$ cat src/hw/rtl/jse_pkg.sv
// ============================================================================
// jse_pkg
// Shared types, character codes and text formatting for the JSON escaper.
// ============================================================================
package jse_pkg;

	localparam int MaxSlots = 4;
	localparam int QDepth   = 2;
	localparam int QAw      = $clog2(QDepth);

	localparam logic [7:0] CH_BSL   = 8'h5C;
	localparam logic [7:0] CH_QUOTE = 8'h22;
	localparam logic [7:0] CH_LF    = 8'h0A;
	localparam logic [7:0] CH_CR    = 8'h0D;
	localparam logic [7:0] CH_TAB   = 8'h09;
	localparam logic [7:0] CH_N     = 8'h6E;
	localparam logic [7:0] CH_R     = 8'h72;
	localparam logic [7:0] CH_T     = 8'h74;
	localparam logic [7:0] CH_U     = 8'h75;
	localparam logic [7:0] CH_ZERO  = 8'h30;
	localparam logic [7:0] CTRL_TOP = 8'h20;
	localparam logic [7:0] LEAD2_LO = 8'hC2;
	localparam logic [7:0] LEAD2_HI = 8'hDF;
	localparam logic [7:0] LEAD3_LO = 8'hE0;
	localparam logic [7:0] LEAD3_HI = 8'hEF;
	localparam logic [7:0] LEAD4_LO = 8'hF0;
	localparam logic [7:0] LEAD4_HI = 8'hF4;
	localparam logic [7:0] CONT_LO  = 8'h80;
	localparam logic [7:0] CONT_HI  = 8'hBF;

	typedef enum logic [1:0] {
		K_LIT,
		K_PAIR,
		K_UESC,
		K_SEQ
	} kind_t;

	typedef struct packed {
		kind_t      kind;
		logic [7:0] data;
	} slot_t;

	typedef struct packed {
		slot_t [MaxSlots-1:0] slots;
		logic [2:0]           count;
		logic [31:0]          seq_text;
		logic [2:0]           seq_len;
		logic                 last;
	} bundle_t;

	typedef struct packed {
		logic [47:0] text;
		logic [2:0]  len;
	} text_t;

	function automatic logic [7:0] hex_char(input logic [3:0] v);
		return (v < 4'd10) ? (8'h30 + {4'h0, v}) : (8'h57 + {4'h0, v});
	endfunction

	function automatic text_t format_slot(input slot_t s, input logic [31:0] seq_text,
			input logic [2:0] seq_len);
		text_t r;
		r = '0;
		case (s.kind)
			K_LIT: begin
				r.text = {40'h0, s.data};
				r.len  = 3'd1;
			end
			K_PAIR: begin
				r.text = {32'h0, s.data, CH_BSL};
				r.len  = 3'd2;
			end
			K_UESC: begin
				r.text = {hex_char(s.data[3:0]), hex_char(s.data[7:4]),
					CH_ZERO, CH_ZERO, CH_U, CH_BSL};
				r.len  = 3'd6;
			end
			default: begin
				r.text = {16'h0, seq_text};
				r.len  = seq_len;
			end
		endcase
		return r;
	endfunction

endpackage

$ cat src/hw/rtl/jse_front.sv
// ============================================================================
// jse_front
// Accepts bytes, tracks open UTF-8 sequences and builds a bundle of results.
// ============================================================================
module jse_front (
	input  logic             clk,
	input  logic             arst_n,
	input  logic             s_tvalid,
	output logic             s_tready,
	input  logic [7:0]       in_byte,
	input  logic             in_last,
	input  logic             full,
	output logic             push,
	output jse_pkg::bundle_t push_data
);
	import jse_pkg::*;

	logic       seq_open_q;
	logic [7:0] held_lead_q;
	logic [7:0] held_conts_q [2];
	logic [1:0] held_count_q;
	logic [2:0] seq_length_q;

	logic       accept;
	logic       is_cont;
	logic [2:0] lead_len;
	logic       complete;
	logic       flush;
	logic       extra_uesc;
	logic       hold_cont;
	logic       fresh;
	logic       opens;
	bundle_t    b;

	assign s_tready = !full;
	assign accept   = s_tvalid && s_tready;
	assign is_cont  = (in_byte >= CONT_LO) && (in_byte <= CONT_HI);

	always_comb begin
		if (in_byte >= LEAD2_LO && in_byte <= LEAD2_HI) begin
			lead_len = 3'd2;
		end else if (in_byte >= LEAD3_LO && in_byte <= LEAD3_HI) begin
			lead_len = 3'd3;
		end else if (in_byte >= LEAD4_LO && in_byte <= LEAD4_HI) begin
			lead_len = 3'd4;
		end else begin
			lead_len = 3'd0;
		end
	end

	assign complete   = seq_open_q && is_cont && (({1'b0, held_count_q} + 3'd2) >= seq_length_q);
	assign flush      = seq_open_q && !complete && (!is_cont || in_last);
	assign extra_uesc = seq_open_q && is_cont && !complete && in_last;
	assign hold_cont  = seq_open_q && is_cont && !complete && !in_last;
	assign fresh      = !seq_open_q || !is_cont;

	always_comb begin
		b          = '0;
		b.last     = in_last;
		b.seq_len  = {1'b0, held_count_q} + 3'd2;
		opens      = 1'b0;
		case (held_count_q)
			2'd0:    b.seq_text = {16'h0, in_byte, held_lead_q};
			2'd1:    b.seq_text = {8'h0, in_byte, held_conts_q[0], held_lead_q};
			default: b.seq_text = {in_byte, held_conts_q[1], held_conts_q[0], held_lead_q};
		endcase
		if (complete) begin
			b.slots[0] = '{kind: K_SEQ, data: in_byte};
			b.count    = 3'd1;
		end
		if (flush) begin
			b.slots[0] = '{kind: K_UESC, data: held_lead_q};
			b.slots[1] = '{kind: K_UESC, data: held_conts_q[0]};
			b.slots[2] = '{kind: K_UESC, data: held_conts_q[1]};
			b.count    = {1'b0, held_count_q} + 3'd1;
		end
		if (extra_uesc) begin
			b.slots[b.count[1:0]] = '{kind: K_UESC, data: in_byte};
			b.count               = b.count + 3'd1;
		end
		if (fresh) begin
			case (in_byte)
				CH_BSL:   b.slots[b.count[1:0]] = '{kind: K_PAIR, data: CH_BSL};
				CH_QUOTE: b.slots[b.count[1:0]] = '{kind: K_PAIR, data: CH_QUOTE};
				CH_LF:    b.slots[b.count[1:0]] = '{kind: K_PAIR, data: CH_N};
				CH_CR:    b.slots[b.count[1:0]] = '{kind: K_PAIR, data: CH_R};
				CH_TAB:   b.slots[b.count[1:0]] = '{kind: K_PAIR, data: CH_T};
				default: begin
					if (in_byte < CTRL_TOP) begin
						b.slots[b.count[1:0]] = '{kind: K_UESC, data: in_byte};
					end else if (in_byte < CONT_LO) begin
						b.slots[b.count[1:0]] = '{kind: K_LIT, data: in_byte};
					end else if (lead_len == 3'd0 || in_last) begin
						b.slots[b.count[1:0]] = '{kind: K_UESC, data: in_byte};
					end else begin
						opens = 1'b1;
					end
				end
			endcase
			if (!opens) begin
				b.count = b.count + 3'd1;
			end
		end
	end

	assign push      = accept && (b.count != 3'd0);
	assign push_data = b;

	always_ff @(posedge clk or negedge arst_n) begin
		if (!arst_n) begin
			seq_open_q   <= 1'b0;
			held_lead_q  <= '0;
			held_count_q <= '0;
			seq_length_q <= '0;
		end else if (accept) begin
			if (opens) begin
				seq_open_q   <= 1'b1;
				held_lead_q  <= in_byte;
				held_count_q <= '0;
				seq_length_q <= lead_len;
			end else if (complete || flush) begin
				seq_open_q   <= 1'b0;
				held_lead_q  <= '0;
				held_count_q <= '0;
				seq_length_q <= '0;
			end else if (hold_cont) begin
				held_count_q <= held_count_q + 2'd1;
			end
		end
	end

	always_ff @(posedge clk) begin
		if (accept && hold_cont) begin
			held_conts_q[held_count_q[0]] <= in_byte;
		end
	end

endmodule

$ cat src/hw/rtl/jse_queue.sv
// ============================================================================
// jse_queue
// Short bundle queue between the classifying front and the output back end.
// ============================================================================
module jse_queue (
	input  logic             clk,
	input  logic             arst_n,
	input  logic             push,
	input  jse_pkg::bundle_t push_data,
	input  logic             pop,
	output jse_pkg::bundle_t head,
	output logic             empty,
	output logic             full
);
	import jse_pkg::*;

	bundle_t        mem_q [QDepth];
	logic [QAw-1:0] wr_ptr_q;
	logic [QAw-1:0] rd_ptr_q;
	logic [QAw:0]   count_q;

	assign empty = (count_q == '0);
	assign full  = (count_q == QDepth[QAw:0]);
	assign head  = mem_q[rd_ptr_q];

	always_ff @(posedge clk or negedge arst_n) begin
		if (!arst_n) begin
			wr_ptr_q <= '0;
			rd_ptr_q <= '0;
			count_q  <= '0;
		end else begin
			if (push) begin
				wr_ptr_q <= (wr_ptr_q == QAw'(QDepth - 1)) ? '0 : wr_ptr_q + 1'b1;
			end
			if (pop) begin
				rd_ptr_q <= (rd_ptr_q == QAw'(QDepth - 1)) ? '0 : rd_ptr_q + 1'b1;
			end
			if (push && !pop) begin
				count_q <= count_q + 1'b1;
			end else if (pop && !push) begin
				count_q <= count_q - 1'b1;
			end
		end
	end

	always_ff @(posedge clk) begin
		if (push) begin
			mem_q[wr_ptr_q] <= push_data;
		end
	end

endmodule

$ cat src/hw/rtl/jse_back.sv
// ============================================================================
// jse_back
// Walks head bundle results into the output reg, one per cycle unless stalled.
// ============================================================================
module jse_back (
	input  logic             clk,
	input  logic             arst_n,
	input  jse_pkg::bundle_t head,
	input  logic             empty,
	output logic             pop,
	output logic             m_tvalid,
	input  logic             m_tready,
	output logic [55:0]      m_tdata,
	output logic             m_tuser,
	output logic             m_tlast
);
	import jse_pkg::*;

	logic [1:0]  idx_q;
	logic        valid_q;
	logic [47:0] text_q;
	logic [2:0]  len_q;
	logic        run_last_q;
	logic        text_end_q;

	logic  load;
	logic  final_slot;
	text_t fmt;

	assign load       = !empty && (!valid_q || m_tready);
	assign final_slot = ({1'b0, idx_q} == (head.count - 3'd1));
	assign pop        = load && final_slot;
	assign fmt        = format_slot(head.slots[idx_q], head.seq_text, head.seq_len);

	always_ff @(posedge clk or negedge arst_n) begin
		if (!arst_n) begin
			idx_q   <= '0;
			valid_q <= 1'b0;
		end else begin
			if (load) begin
				valid_q <= 1'b1;
				idx_q   <= final_slot ? 2'd0 : idx_q + 2'd1;
			end else if (m_tready) begin
				valid_q <= 1'b0;
			end
		end
	end

	always_ff @(posedge clk) begin
		if (load) begin
			text_q     <= fmt.text;
			len_q      <= fmt.len;
			run_last_q <= final_slot;
			text_end_q <= final_slot && head.last;
		end
	end

	assign m_tvalid = valid_q;
	assign m_tdata  = {5'h0, len_q, text_q};
	assign m_tuser  = run_last_q;
	assign m_tlast  = text_end_q;

endmodule

$ cat src/hw/rtl/json_string_escaper.sv
// ============================================================================
// json_string_escaper
// JSON string escaping with UTF-8 multi-byte pass-through.
// ============================================================================
// Bytes of a string enter on the s_ side, one per transaction, with s_tlast
// on the final byte. Each byte yields zero to four results on the m_ side:
// up to six characters of escaped text plus a length, run_last in m_tuser
// and end of string in m_tlast. Bytes of an incomplete UTF-8 sequence yield
// nothing until the sequence completes or breaks.
// A byte can be accepted every cycle while the queue is not full. The first
// result of a byte is written into the bundle queue and then loaded into the
// output register; the output register delivers one result per cycle while
// the receiver is ready, and a bundle leaves the queue with its last result.
// A two-entry bundle queue separates the front from the back; when the
// receiver stalls, the output holds, the queue fills and s_tready drops.
// Reset clears the open sequence, the queue and the output valid.
// ============================================================================
module json_string_escaper (
	input  logic        clk,
	input  logic        arst_n,
	input  logic        s_tvalid,
	output logic        s_tready,
	input  logic [7:0]  s_tdata,   // [7:0] in_byte
	input  logic        s_tlast,   // in_last
	output logic        m_tvalid,
	input  logic        m_tready,
	output logic [55:0] m_tdata,   // [47:0] out_text, [50:48] out_len, rest zero
	output logic        m_tuser,   // run_last
	output logic        m_tlast    // text_end
);
	import jse_pkg::*;

	logic    push;
	logic    pop;
	logic    empty;
	logic    full;
	bundle_t push_data;
	bundle_t head;

	jse_front u_front (
		.clk      (clk),
		.arst_n   (arst_n),
		.s_tvalid (s_tvalid),
		.s_tready (s_tready),
		.in_byte  (s_tdata),
		.in_last  (s_tlast),
		.full     (full),
		.push     (push),
		.push_data(push_data)
	);

	jse_queue u_queue (
		.clk      (clk),
		.arst_n   (arst_n),
		.push     (push),
		.push_data(push_data),
		.pop      (pop),
		.head     (head),
		.empty    (empty),
		.full     (full)
	);

	jse_back u_back (
		.clk      (clk),
		.arst_n   (arst_n),
		.head     (head),
		.empty    (empty),
		.pop      (pop),
		.m_tvalid (m_tvalid),
		.m_tready (m_tready),
		.m_tdata  (m_tdata),
		.m_tuser  (m_tuser),
		.m_tlast  (m_tlast)
	);

endmodule
$ cat config.mk
export PLATFORM = sky130hd
export DESIGN_NAME = json_string_escaper
export DESIGN_NICKNAME = d
export VERILOG_FILES = /design/src/hw/rtl/jse_pkg.sv /design/src/hw/rtl/jse_front.sv /design/src/hw/rtl/jse_queue.sv /design/src/hw/rtl/jse_back.sv /design/src/hw/rtl/json_string_escaper.sv
export SDC_FILE = /design/constraint.sdc
export NUM_CORES = 1
export LEC_CHECK = 0
export BUFFER_PORTS_ARGS = -buffer_cell sky130_fd_sc_hd__buf_2
export CORE_UTILIZATION = 35
export CTS_BUF_LIST = sky130_fd_sc_hd__clkbuf_16
export DETAILED_ROUTE_END_ITERATION = 16
export MAX_ROUTING_LAYER = met4
export PLACE_DENSITY_LB_ADDON = 0.05
export SLEW_MARGIN = 20
export SYNTH_ARGS = -nofsm -noshare
export SYNTH_HDL_FRONTEND = slang
export SYNTH_SLANG_ARGS = --single-unit
$ cat constraint.sdc
create_clock -name clk -period 13.2 [get_ports clk]
set_input_delay 1.32 -clock clk [delete_from_list [all_inputs] [get_ports clk]]
set_output_delay 1.32 -clock clk [all_outputs]
set_load 0.01 [all_outputs]
==> out/qor.yml, run 1 <==
clocking:
  cts_tree: "done"
  clk_latency_ns: 0.55
  postCtsHoldBufs: 0
  clock_sinks: 246
  cts_buffers: 27
  cts.repair.resized: 0
  cts_buffer_depth: 3
  cts_setup_buffers: 0
  cts-root-buf: "clkbuf_16"
  htreeDepth: 1
  clk_pin_slew_ns: 0.05
synth:
  postSynthCellCount: 844
  yosys_most_used_dff: "edfxtp_1"
  synth.distinct_cells: 67
  synthArstFlopShare_pct: 8.537
  synth_edf_count: 225
  yosysSeqAreaShare_pct: 64.03
  syn_area_um2: 11370
  synth_seq_cells: 246
  syn_avg_cell_area_um2: 13.48
  yosys_warnings: 0
global_routing:
  grt_pass1_vias: 7366
  grt_max_degree: 57
  met3_usage_pct: 2.993
  busiest_layer: "met2"
  grt_first_pass_wirelength_mm: 48.01
  grt_use_total_pct: 20.13
  grtUsageMet2_pct: 33.03
  use_met1_pct: 25.85
  antenna_found_initial: 1
  overflow: 0
setup_path:
  cp-start-kind: "primary input"
  crit_top_cell: "ha_1"
  crit_path_start: "s_tdata[6]"
  crit_required_ns: 13.38
  max_stage_delay_ns: 0.98
  timing.rr.end: "u_queue.mem_q[0][75]$_DFFE_PP_"
  endpoint_kind: "flip-flop"
  critical_path_arrival_ns: 6.57
  crit_chain: "buf_2, and3b_1, a21oi_1, nand2_1, ha_1, o32a_1, inv_1, ha_1, nor2b_1, o211ai_1, and3_1, or3_1, nand2_4, buf_4"
  path_max_fanout: 42
  reg2reg_slack_ns: 6.90
  rr_startpoint: "u_front.held_count_q[1]$_DFFE_PN0P_"
  criticalPathCategory: "in2reg"
  crit_slowest_cell: "a21oi_1"
  ff2ff_path_depth: 16
placed_design:
  dpl_cell_area_um2: 12120
  port_buffers: 65
  dp.cells: 1304
  gp_congestion: 0.8750
  hpwl_mm: 22.51
drt:
  routed-via-count: 7296
  drt_iter0_drc: 538
  wl_per_cell_um: 23.84
  dr.pass1.iters: 5
  drt-total-wl_mm: 32.25
  via_per_inst: 5.392
  drc: 0
  antenna_left: 0
timing:
  slew_headroom_pct: 27.37
  setup_violations: 0
  rsz0062_at_grt: "false"
  report.final.slew_viol_count: 0
  period_minus_slack_ns: 6.387
  clock.fmax_ghz: 0.1566
  final_hold_viol_count: 0
  fin_skew_ns: 0.01705
  fin_crit_sh_pct: 48.38
  worst-slew-pin-transition_ns: 1.089
  fin_setup_tns_ns: 0
cells_and_area:
  antennaDiodeCount: 0
  layout-drive-gt1-share_pct: 15.69
  area_delta_synth_final_pct: 13.83
  final_cell_count_no_fill: 1353
  stdcell_area_um2: 12950
  final_nets: 933
run:
  maxCapViolCount: 0
power_and_ir_drop:
  powerDensity_nw_per_um2: 245.4
  p_leak_nw: 4.746
  ir_drop_uv: 147.1
hold_path:
  whs_path_depth: 2
  min_to: "u_front.seq_length_q[2]$_DFFE_PN0P_"
  hp-class: "reg2reg"
  hp-start: "u_front.seq_length_q[2]$_DFFE_PN0P_"
die:
  initial_core_util_pct: 35.77
  num_rows: 65
  die_h_um: 182.3
  pin_count: 73
  chipWidth_um: 182.3
  core_um2: 31800
  dieArea_um2: 33220
status:
  status: "complete, no violations"
==> per-layer routing <==
metal | vias to the layer above | share of wire, %
met3 | 56 | 3.8
met4 | 0 | 3.0
met1 | 3692 | 44
met5 | - | 0
li1 | 3345 | -
met2 | 203 | 49
==> cells by family after synthesis <==
| group | count (synthesis) | synth area share (%) |
|---|---|---|
| muxes | 70 | 8.394 |
| AOI/OAI and AO/OA | 202 | 11.85 |
| adders and majority gates | 22 | 2.420 |
| buffers and inverters | 83 | 3.212 |
| other | 1 | 0.03297 |
| and+or+nand+nor | 207 | 9.065 |
| xor gates and xnor gates | 13 | 1.001 |
| DFF | 246 | 64.03 |
==> worst max path at each step <==
stage / to / slack, ns / cells past startpoint
2_1_floorplan: u_queue.mem_q[1][0]$_DFFE_PP_ / 2.78 / 15
3_3_place_gp: u_queue.mem_q[0][11]$_DFFE_PP_ / 6.43 / 14
3_5_place_dp: u_queue.mem_q[0][11]$_DFFE_PP_ / 6.23 / 14
4_1_cts: u_queue.mem_q[0][63]$_DFFE_PP_ / 6.81 / 14
5_1_grt: u_queue.mem_q[0][75]$_DFFE_PP_ / 6.42 / 14
6_report: u_queue.mem_q[0][75]$_DFFE_PP_ / 6.81 / 14
==> synth_stat cells (3+ instances only) <==
| cell type | n | area share [%] |
|---|---|---|
| a211oi_1 | 11 | 0.73 |
| a21o_1 | 11 | 0.73 |
| a21oi_1 | 49 | 2.2 |
| a221oi_1 | 3 | 0.23 |
| a22o_1 | 28 | 2.2 |
| a31oi_1 | 8 | 0.44 |
| a32o_1 | 3 | 0.26 |
| a32oi_1 | 3 | 0.23 |
| and2_1 | 11 | 0.61 |
| and3_1 | 9 | 0.50 |
| and4b_1 | 3 | 0.26 |
| buf_2 | 10 | 0.44 |
| buf_4 | 7 | 0.46 |
| clkbuf_1 | 38 | 1.3 |
| dfrtp_1 | 21 | 4.6 |
| edfxtp_1 | 225 | 59 |
| ha_1 | 22 | 2.4 |
| inv_1 | 23 | 0.76 |
| mux2_2 | 3 | 0.30 |
| mux2i_1 | 47 | 4.1 |
| mux4_2 | 20 | 4.0 |
| nand2_1 | 59 | 1.9 |
| nand2b_1 | 13 | 0.72 |
| nand3_1 | 17 | 0.75 |
| nand4_1 | 5 | 0.28 |
| nor2_1 | 50 | 1.7 |
| nor2b_1 | 7 | 0.39 |
| nor3_1 | 12 | 0.53 |
| nor3b_1 | 4 | 0.26 |
| o211ai_1 | 4 | 0.26 |
| o21a_1 | 6 | 0.40 |
| o21ai_0 | 34 | 1.5 |
| o21ai_1 | 8 | 0.35 |
| o22ai_1 | 8 | 0.44 |
| o31ai_1 | 7 | 0.46 |
| or3_1 | 3 | 0.17 |
| xnor2_1 | 10 | 0.77 |
| xor2_1 | 3 | 0.23 |
==> layout by cell type (no fill, tap or decap), types with 8 or more instances in the layout <==
master,synthesis,layout
edfxtp_1,225,225
buf_2,10,65
nand2_1,59,58
nor2_1,50,50
a21oi_1,49,48
mux2i_1,47,47
o21ai_0,34,33
inv_1,23,29
a22o_1,28,28
clkbuf_16,0,27
ha_1,22,22
mux4_2,20,20
dfrtp_1,21,20
nand3_1,17,17
nand2b_1,13,13
buf_4,7,13
nor3_1,12,12
clkinv_1,1,12
and2_1,11,11
a21o_1,11,11
xnor2_1,10,10
a211oi_1,11,10
and3_1,9,9
o21ai_1,8,9
o22ai_1,8,8
a31oi_1,8,8
==> registers in the layout, indices dropped and copies added (netlist names) <==
register,cells
u_back.idx_q,2
u_back.len_q,3
u_back.m_tlast,1
u_back.m_tuser,1
u_back.m_tvalid,1
u_back.text_q,46
u_front.held_conts_q,16
u_front.held_count_q,2
u_front.held_lead_q,8
u_front.seq_length_q,3
u_front.seq_open_q,1
u_queue.count_q,2
u_queue.mem_q,158
u_queue.rd_ptr_q,1
u_queue.wr_ptr_q,1
==> critical path, delay by kind of cell <==
kind / cells / cell delay (ns)
adders and majority gates: 2 / 0.50
and+or+nand+nor: 6 / 2.07
AOI/OAI and AO/OA: 3 / 1.52
buffers and inverters: 3 / 1.09
==> cell type report <==
type / count / area [µm²]
clock inverters: 22 / 153.9
repair buffers: 78 / 422.9
multi-input cells: 521 / 3774
well taps: 435 / 544.3
inverters: 24 / 90.09
clock buffers: 27 / 675.6
fillers: 3006 / 18850
flip-flops and latches: 246 / 7286
==> where the power goes <==
| part | switching (mW) | internal, mW | total [mW] |
|---|---|---|---|
| clock network | 0.299 | 0.409 | 0.708 |
| registers | 0.114 | 1.20 | 1.32 |
| logic | 0.731 | 0.421 | 1.15 |
| total | 1.14 | 2.03 | 3.18 |
==> through the flow <==
step / utilization (%) / hold WS, ns / power, mW / worst slack, ns
after floorplan: - / 0.4387 / 2.102 / 2.778
after global placement: 38.10 / 0.4527 / 2.495 / 6.428
after detailed placement: 38.10 / 0.4600 / 2.510 / 6.228
after CTS: 40.71 / 0.4743 / 3.228 / 6.813
after global routing: 40.71 / 0.5151 / 3.379 / 6.418
final: 40.71 / 0.4737 / 3.178 / 6.813
No activity file was read; power rests on OpenSTA's default activity.
==> run 2, diff against run 1 <==
ABC_AREA = 1   (was default)
clock period = 5.2 ns   (was 13.2 ns; I/O delays follow)
==> run 2 against run 1 <==
Die area is 4.1% higher. Power grew to 2.8 times the previous value. Cell count is 23% higher. Critical path type is now reg2reg.
==> out/qor.yml, run 2 <==
cells_and_area:
  layout-drive-gt1-share_pct: 15.10
  final_nets: 1240
  antennaDiodeCount: 0
  largest_register: "u_queue.mem_q"
  final_cell_count_no_fill: 1667
  fillers: 3212
  area_delta_synth_final_pct: 14.23
  multi_input_comb_area_um2: 3904
  largest_register_ffs: 158
  ff_latch_area_um2: 7283
  layout_common_cells: "225 x edfxtp_1, 172 x nand2_1, 161 x nor2_1, 145 x o21ai_0, 78 x inv_1"
  final_common_cell: "edfxtp_1"
placed_design:
  dp.cells: 1611
  dp_slack_ns: 0.3850
  gp_congestion: 0.9885
  port_buffers: 65
  hpwl_mm: 25.12
drt:
  drt-total-wl_mm: 35.54
  wl_per_cell_um: 21.32
  drt_iter0_drc: 742
  antenna_left: 0
  dr.pass1.iters: 5
  drc: 0
  routed-via-count: 8616
  via_per_inst: 5.169
synth:
  synth_edf_count: 225
  synth_fa_ha_area_share_pct: 2.325
  synth.most_common_cell: "edfxtp_1"
  synth-simple-area-share_pct: 16.78
  synthTopCellsByArea: "edfxtp_1 57%, o21ai_0 6.1%, nand2_1 5.5%"
  synth.distinct_cells: 53
  synthArstFlopShare_pct: 8.537
  synth_top_area_cell: "edfxtp_1"
  yosys_warnings: 0
  yosys_most_used_dff: "edfxtp_1"
  synth_top_family_by_area: "simple AND/OR/NAND/NOR gates"
  synth-xor-area-share_pct: 0.5178
  synth_top_area_share_pct: 57.06
  syn_avg_cell_area_um2: 10.41
  synth_compound_area_share_pct: 12.46
  synth_commonest_cells: "225 x edfxtp_1, 172 x nand2_1, 162 x nor2_1"
  synthMuxAreaShare_pct: 0.5072
  yosysSeqAreaShare_pct: 61.50
  synth_seq_cells: 246
  postSynthCellCount: 1137
  syn_area_um2: 11840
setup_path:
  critical_path_arrival_ns: 5.11
  ff2ff_path_depth: 23
  endpoint_kind: "flip-flop"
  crit_top_cell: "nand2_1"
  crit_chain: "inv_1, ha_1, a21oi_1, nand2_1, nand2_4, nand2_2, inv_2, nand2_1, ha_1, nand3b_1, nand2_1, ha_1, nand2_1, inv_1, nand2_1, nand3_1, nand2_2, o21ai_2, inv_1, ha_1, a21oi_1, o21ai_0, xor2_1"
  crit_slowest_cell: "dfrtp_1"
  criticalPathCategory: "reg2reg"
  cp-start-kind: "flip-flop"
  path_max_fanout: 13
  max_stage_delay_ns: 0.61
  crit_required_ns: 5.61
power_and_ir_drop:
  ir_drop_uv: 396.4
  p_int_mw: 5.286
  p_leak_nw: 5.418
  power.share.clock_pct: 20.9
  combinationalPowerShare_pct: 40.9
  powerDensity_nw_per_um2: 653.5
  pwr-share-seq_pct: 38.2
  switching_share_pct: 40.19
  p_sw_mw: 3.553
timing:
  worst-slew-pin-transition_ns: 1.026
  setup_ws_ns: 0.4998
  fin_setup_tns_ns: 0
  fin_skew_ns: 0.03126
  period_minus_slack_ns: 4.700
  final_hold_viol_count: 0
  fin_crit_sh_pct: 90.39
  report.final.slew_viol_count: 0
  clock.fmax_ghz: 0.2128
  slew_headroom_pct: 31.47
  rsz0062_at_grt: "false"
  setup_violations: 0
die:
  chipWidth_um: 185.9
  core_um2: 32950
  pin_count: 73
  num_rows: 66
  initial_core_util_pct: 35.93
  die_h_um: 185.9
  dieArea_um2: 34570
hold_path:
  hp-class: "in2reg"
  whs_path_depth: 1
global_routing:
  antenna_found_initial: 0
  grt_pass1_vias: 8043
  grt_max_degree: 54
  grt_first_pass_wirelength_mm: 52.24
  grt_use_total_pct: 21.56
  overflow: 0
status:
  status: "complete, no violations"
clocking:
  cts_tree: "done"
  cts_buffers: 28
  cts-root-buf: "clkbuf_16"
  clock_sinks: 246
  clk_pin_slew_ns: 0.06
  cts_buffer_depth: 3
  htreeDepth: 1
  clk_latency_ns: 0.55
run:
  maxCapViolCount: 0
[run 2: area by class of cell]
class	count	share of cell area, %
multi-input combinational	748	28.86
tap	442	4.089
sequential	246	53.85
inverter	90	2.562
clock buffer	28	5.180
clock inverter	22	1.221
timing repair buffer	91	4.237
[run 2: power by group through the flow]
stage	Sequential [mW]	Combinational (mW)	Clock, mW
detailed placement	3.42	3.61	0
global route	3.44	4.01	1.98
CTS	3.38	3.62	1.90
floorplan	3.51	2.13	0
finish	3.37	3.61	1.85
global placement	3.42	3.61	0
[run 2: cell families after synthesis]
logic type | Yosys count
other | 1
and+or+nand+nor | 447
DFF | 246
adders and majority gates | 22
AOI/OAI and AO/OA | 259
muxes | 6
xor gates and xnor gates | 7
buffers and inverters | 149
[run 2: worst paths after layout]
check / slack, ns / startpoint / to
max reg2reg: 0.50 / u_front.held_count_q[1]$_DFFE_PN0P_ / u_queue.count_q[1]$_DFFE_PN0P_
max: 0.50 / u_front.held_count_q[1]$_DFFE_PN0P_ / u_queue.count_q[1]$_DFFE_PN0P_
min in group asynchronous: 0.52 / arst_n / u_back.m_tvalid$_DFFE_PN0P_
min reg2reg: 0.47 / u_queue.wr_ptr_q$_DFFE_PN0P_ / u_queue.wr_ptr_q$_DFFE_PN0P_
max in group asynchronous: 4.21 / arst_n / u_queue.rd_ptr_q$_DFFE_PN0P_
min: 0.29 / s_tdata[0] / u_front.held_conts_q[1][0]$_DFFE_PP_
[run 2: layer usage]
layer / GRT usage, % / vias to the layer above / wire [µm]
met5: - / - / 0
met4: 5.508 / 0 / 837
met2: 32.75 / 282 / 15980
li1: - / 4103 / -
met3: 3.620 / 50 / 2150
met1: 29.85 / 4181 / 16570
[run 2: per-stage QoR]
| step | utilization [%] | area, µm² | total power, mW | hold WS (ns) |
|---|---|---|---|---|
| 2_1_floorplan | - | 11870 | 5.638 | 0.2244 |
| 3_3_place_gp | 38.24 | 12600 | 7.028 | 0.4664 |
| 3_5_place_dp | 38.24 | 12600 | 7.028 | 0.4632 |
| 4_1_cts | 40.90 | 13480 | 8.907 | 0.2584 |
| 5_1_grt | 41.05 | 13530 | 9.427 | 0.2919 |
| 6_report | 41.05 | 13530 | 8.839 | 0.2896 |
[run 2: timing repair]
item                                   4_1_cts  5_1_grt
setup endpoints to repair                    0       66
hold buffers                                 1        0
gates resized for setup                      0        0
endpoints found under the hold margin       15        0
buffers inserted                             0        5
[run 2: worst max-delay path: cells and delay by family, from the launching register on]
family | cells | cell delay (ns)
AND/OR/NAND/NOR | 10 | 1.33
adder cells (fa/ha/maj) | 4 | 1.14
XOR/XNOR | 1 | 0.15
buffers and inverters | 4 | 0.59
AO/OA/AOI/OAI | 4 | 0.72
flip-flops | 1 | 0.61
==> run 3, diff against run 2 <==
==> constraint.sdc (replaced) <==
create_clock -name clk -period 5.2 [get_ports clk]
set_input_delay 1.04 -clock clk [delete_from_list [all_inputs] [get_ports clk]]
set_output_delay 1.04 -clock clk [all_outputs]
set_load 0.01 [all_outputs]
==> run 3 against run 2 <==
Maximum frequency grew 2.0%. Critical path type unchanged. Flip-flop and latch count is the same. Largest cell class unchanged. Clock power shrank 6%. Clock skew shrank 0.016 ns.
==> out/qor.yml, run 3 (synthesis gave the netlist of run 2 again) <==
clocking:
  cts_buffers: 28
  postCtsHoldBufs: 0
  clock_sinks: 246
  cts-root-buf: "clkbuf_16"
  clk_pin_slew_ns: 0.06
  clk_latency_ns: 0.55
  cts_tree: "done"
  cts.repair.resized: 0
  cts_setup_buffers: 0
  cts_buffer_depth: 3
  htreeDepth: 1
drt:
  wl_per_cell_um: 21.42
  drt-total-wl_mm: 35.65
  via_per_inst: 5.162
  drc: 0
  routed-via-count: 8590
  dr.pass1.iters: 6
  antenna_left: 0
  drt_iter0_drc: 809
power_and_ir_drop:
  p_int_mw: 5.152
  combinationalPowerShare_pct: 40.9
  switching_share_pct: 40.45
  pwr-share-seq_pct: 39.1
  powerDensity_nw_per_um2: 644.1
  p_leak_nw: 5.418
  p_sw_mw: 3.500
  power.share.clock_pct: 20.0
  ir_drop_uv: 424.2
setup_path:
  critical_path_arrival_ns: 5.04
  reg2reg_slack_ns: 0.59
  criticalPathCategory: "reg2reg"
  rr_startpoint: "u_front.held_count_q[1]$_DFFE_PN0P_"
  ff2ff_path_depth: 23
  crit_chain: "inv_1, ha_1, a21oi_1, nand2_1, nand2_4, nand2_2, inv_2, nand2_1, ha_1, nand3b_1, nand2_1, ha_1, nand2_1, inv_1, nand2_1, nand3_1, nand2_2, o21ai_2, inv_1, ha_1, a21oi_1, o21ai_0, xor2_1"
  endpoint_kind: "flip-flop"
  cp-start-kind: "flip-flop"
  max_stage_delay_ns: 0.60
  crit_slowest_cell: "dfrtp_1"
  crit_top_cell: "nand2_1"
  crit_required_ns: 5.63
  timing.rr.end: "u_queue.count_q[1]$_DFFE_PN0P_"
  path_max_fanout: 13
hold_path:
  hp-start: "u_queue.count_q[0]$_DFFE_PN0P_"
  hp-class: "reg2reg"
  min_to: "u_queue.count_q[0]$_DFFE_PN0P_"
  whs_path_depth: 1
placed_design:
  dp_slack_ns: 0.6442
  gp_congestion: 0.9606
  port_buffers: 65
  hpwl_mm: 24.96
die:
  die_h_um: 185.9
  num_rows: 66
  initial_core_util_pct: 35.93
  core_um2: 32950
  chipWidth_um: 185.9
  pin_count: 73
  dieArea_um2: 34570
global_routing:
  use_met1_pct: 30.23
  antenna_found_initial: 0
  grt_first_pass_wirelength_mm: 52.91
  met3_usage_pct: 3.209
  grtUsageMet2_pct: 33.49
  busiest_layer: "met2"
  grt_max_degree: 57
  grt_pass1_vias: 8131
  grt_use_total_pct: 21.79
  overflow: 0
timing:
  clock.fmax_ghz: 0.2170
  rsz0062_at_grt: "false"
  setup_violations: 0
  final_hold_viol_count: 0
  period_minus_slack_ns: 4.609
  worst-slew-pin-transition_ns: 0.9708
  fin_setup_tns_ns: 0
  fin_skew_ns: 0.01569
  fin_crit_sh_pct: 88.64
  report.final.slew_viol_count: 0
  slew_headroom_pct: 34.60
  setup_ws_ns: 0.5908
cells_and_area:
  antennaDiodeCount: 0
  layout_common_cells: "225 x edfxtp_1, 172 x nand2_1, 161 x nor2_1, 145 x o21ai_0, 92 x inv_1"
  final_common_cell: "edfxtp_1"
  layout-drive-gt1-share_pct: 14.32
  final_nets: 1236
  area_delta_synth_final_pct: 13.45
  fillers: 3235
  largest_register_ffs: 158
  largest_register: "u_queue.mem_q"
run:
  maxCapViolCount: 0
status:
  status: "complete, no violations"
run 3: cell count changes in the layout (fill, tap and decap cells not counted), sizes merged:
cell,delta
buf,-3
bufinv,-2
dlygate4sd3,-1
inv,+13
clkinv,-9
clkinvlp,-1
run 3: worst max-delay path: cells and delay by family, from the launching register on:
family	cells	cell delay (ns)
flip-flops	1	0.60
AO/OA/AOI/OAI	4	0.73
AND/OR/NAND/NOR	10	1.38
XOR/XNOR	1	0.16
buffers and inverters	4	0.60
adder cells (fa/ha/maj)	4	1.04
run 3: worst max path at each step:
stage,startpoint,to,slack [ns]
after floorplan,m_tready,u_queue.count_q[1]$_DFFE_PN0P_,0.12
after global placement,s_tdata[6],u_queue.count_q[1]$_DFFE_PN0P_,0.77
after detailed placement,u_front.held_count_q[1]$_DFFE_PN0P_,u_queue.count_q[1]$_DFFE_PN0P_,0.64
after CTS,u_front.held_count_q[1]$_DFFE_PN0P_,u_queue.count_q[1]$_DFFE_PN0P_,0.64
after global routing,u_front.held_count_q[1]$_DFFE_PN0P_,u_queue.count_q[1]$_DFFE_PN0P_,0.21
final,u_front.held_count_q[1]$_DFFE_PN0P_,u_queue.count_q[1]$_DFFE_PN0P_,0.59
run 3: metal layers:
metal	wire [µm]	part of all wire, %
met1	16620	47
met2	16310	46
met3	1825	5.1
met4	893	2.5
met5	0	0
run 3: cell type report:
type	instances	area (µm²)	area share, %
timing repair buffer	87	540.5	4.024
sequential	246	7283	54.22
inverter	90	346.6	2.580
tap	442	553.0	4.117
clock buffer	28	700.7	5.216
multi-input combinational	748	3904	29.06
clock inverter	23	105.1	0.7824
run 3: per-stage QoR:
| step | hold slack (ns) | cell area [µm²] | cells | util, % | power [mW] |
|---|---|---|---|---|---|
| floorplan | 0.4419 | 11870 | 1143 | - | 5.638 |
| global placement | 0.4660 | 12630 | 1613 | 38.32 | 7.030 |
| detailed placement | 0.4691 | 12630 | 1613 | 38.32 | 7.024 |
| CTS | 0.4818 | 13430 | 1664 | 40.77 | 8.776 |
| global route | 0.5189 | 13430 | 1664 | 40.77 | 9.253 |
| finish | 0.4796 | 13430 | 1664 | 40.77 | 8.652 |
run 3: power by group through the flow:
stage / combinational (mW) / sequential [mW] / clock, mW
6_report: 3.54 / 3.38 / 1.73
5_1_grt: 3.96 / 3.45 / 1.84
4_1_cts: 3.62 / 3.39 / 1.77
3_5_place_dp: 3.60 / 3.42 / 0
3_3_place_gp: 3.61 / 3.42 / 0
2_1_floorplan: 2.13 / 3.51 / 0
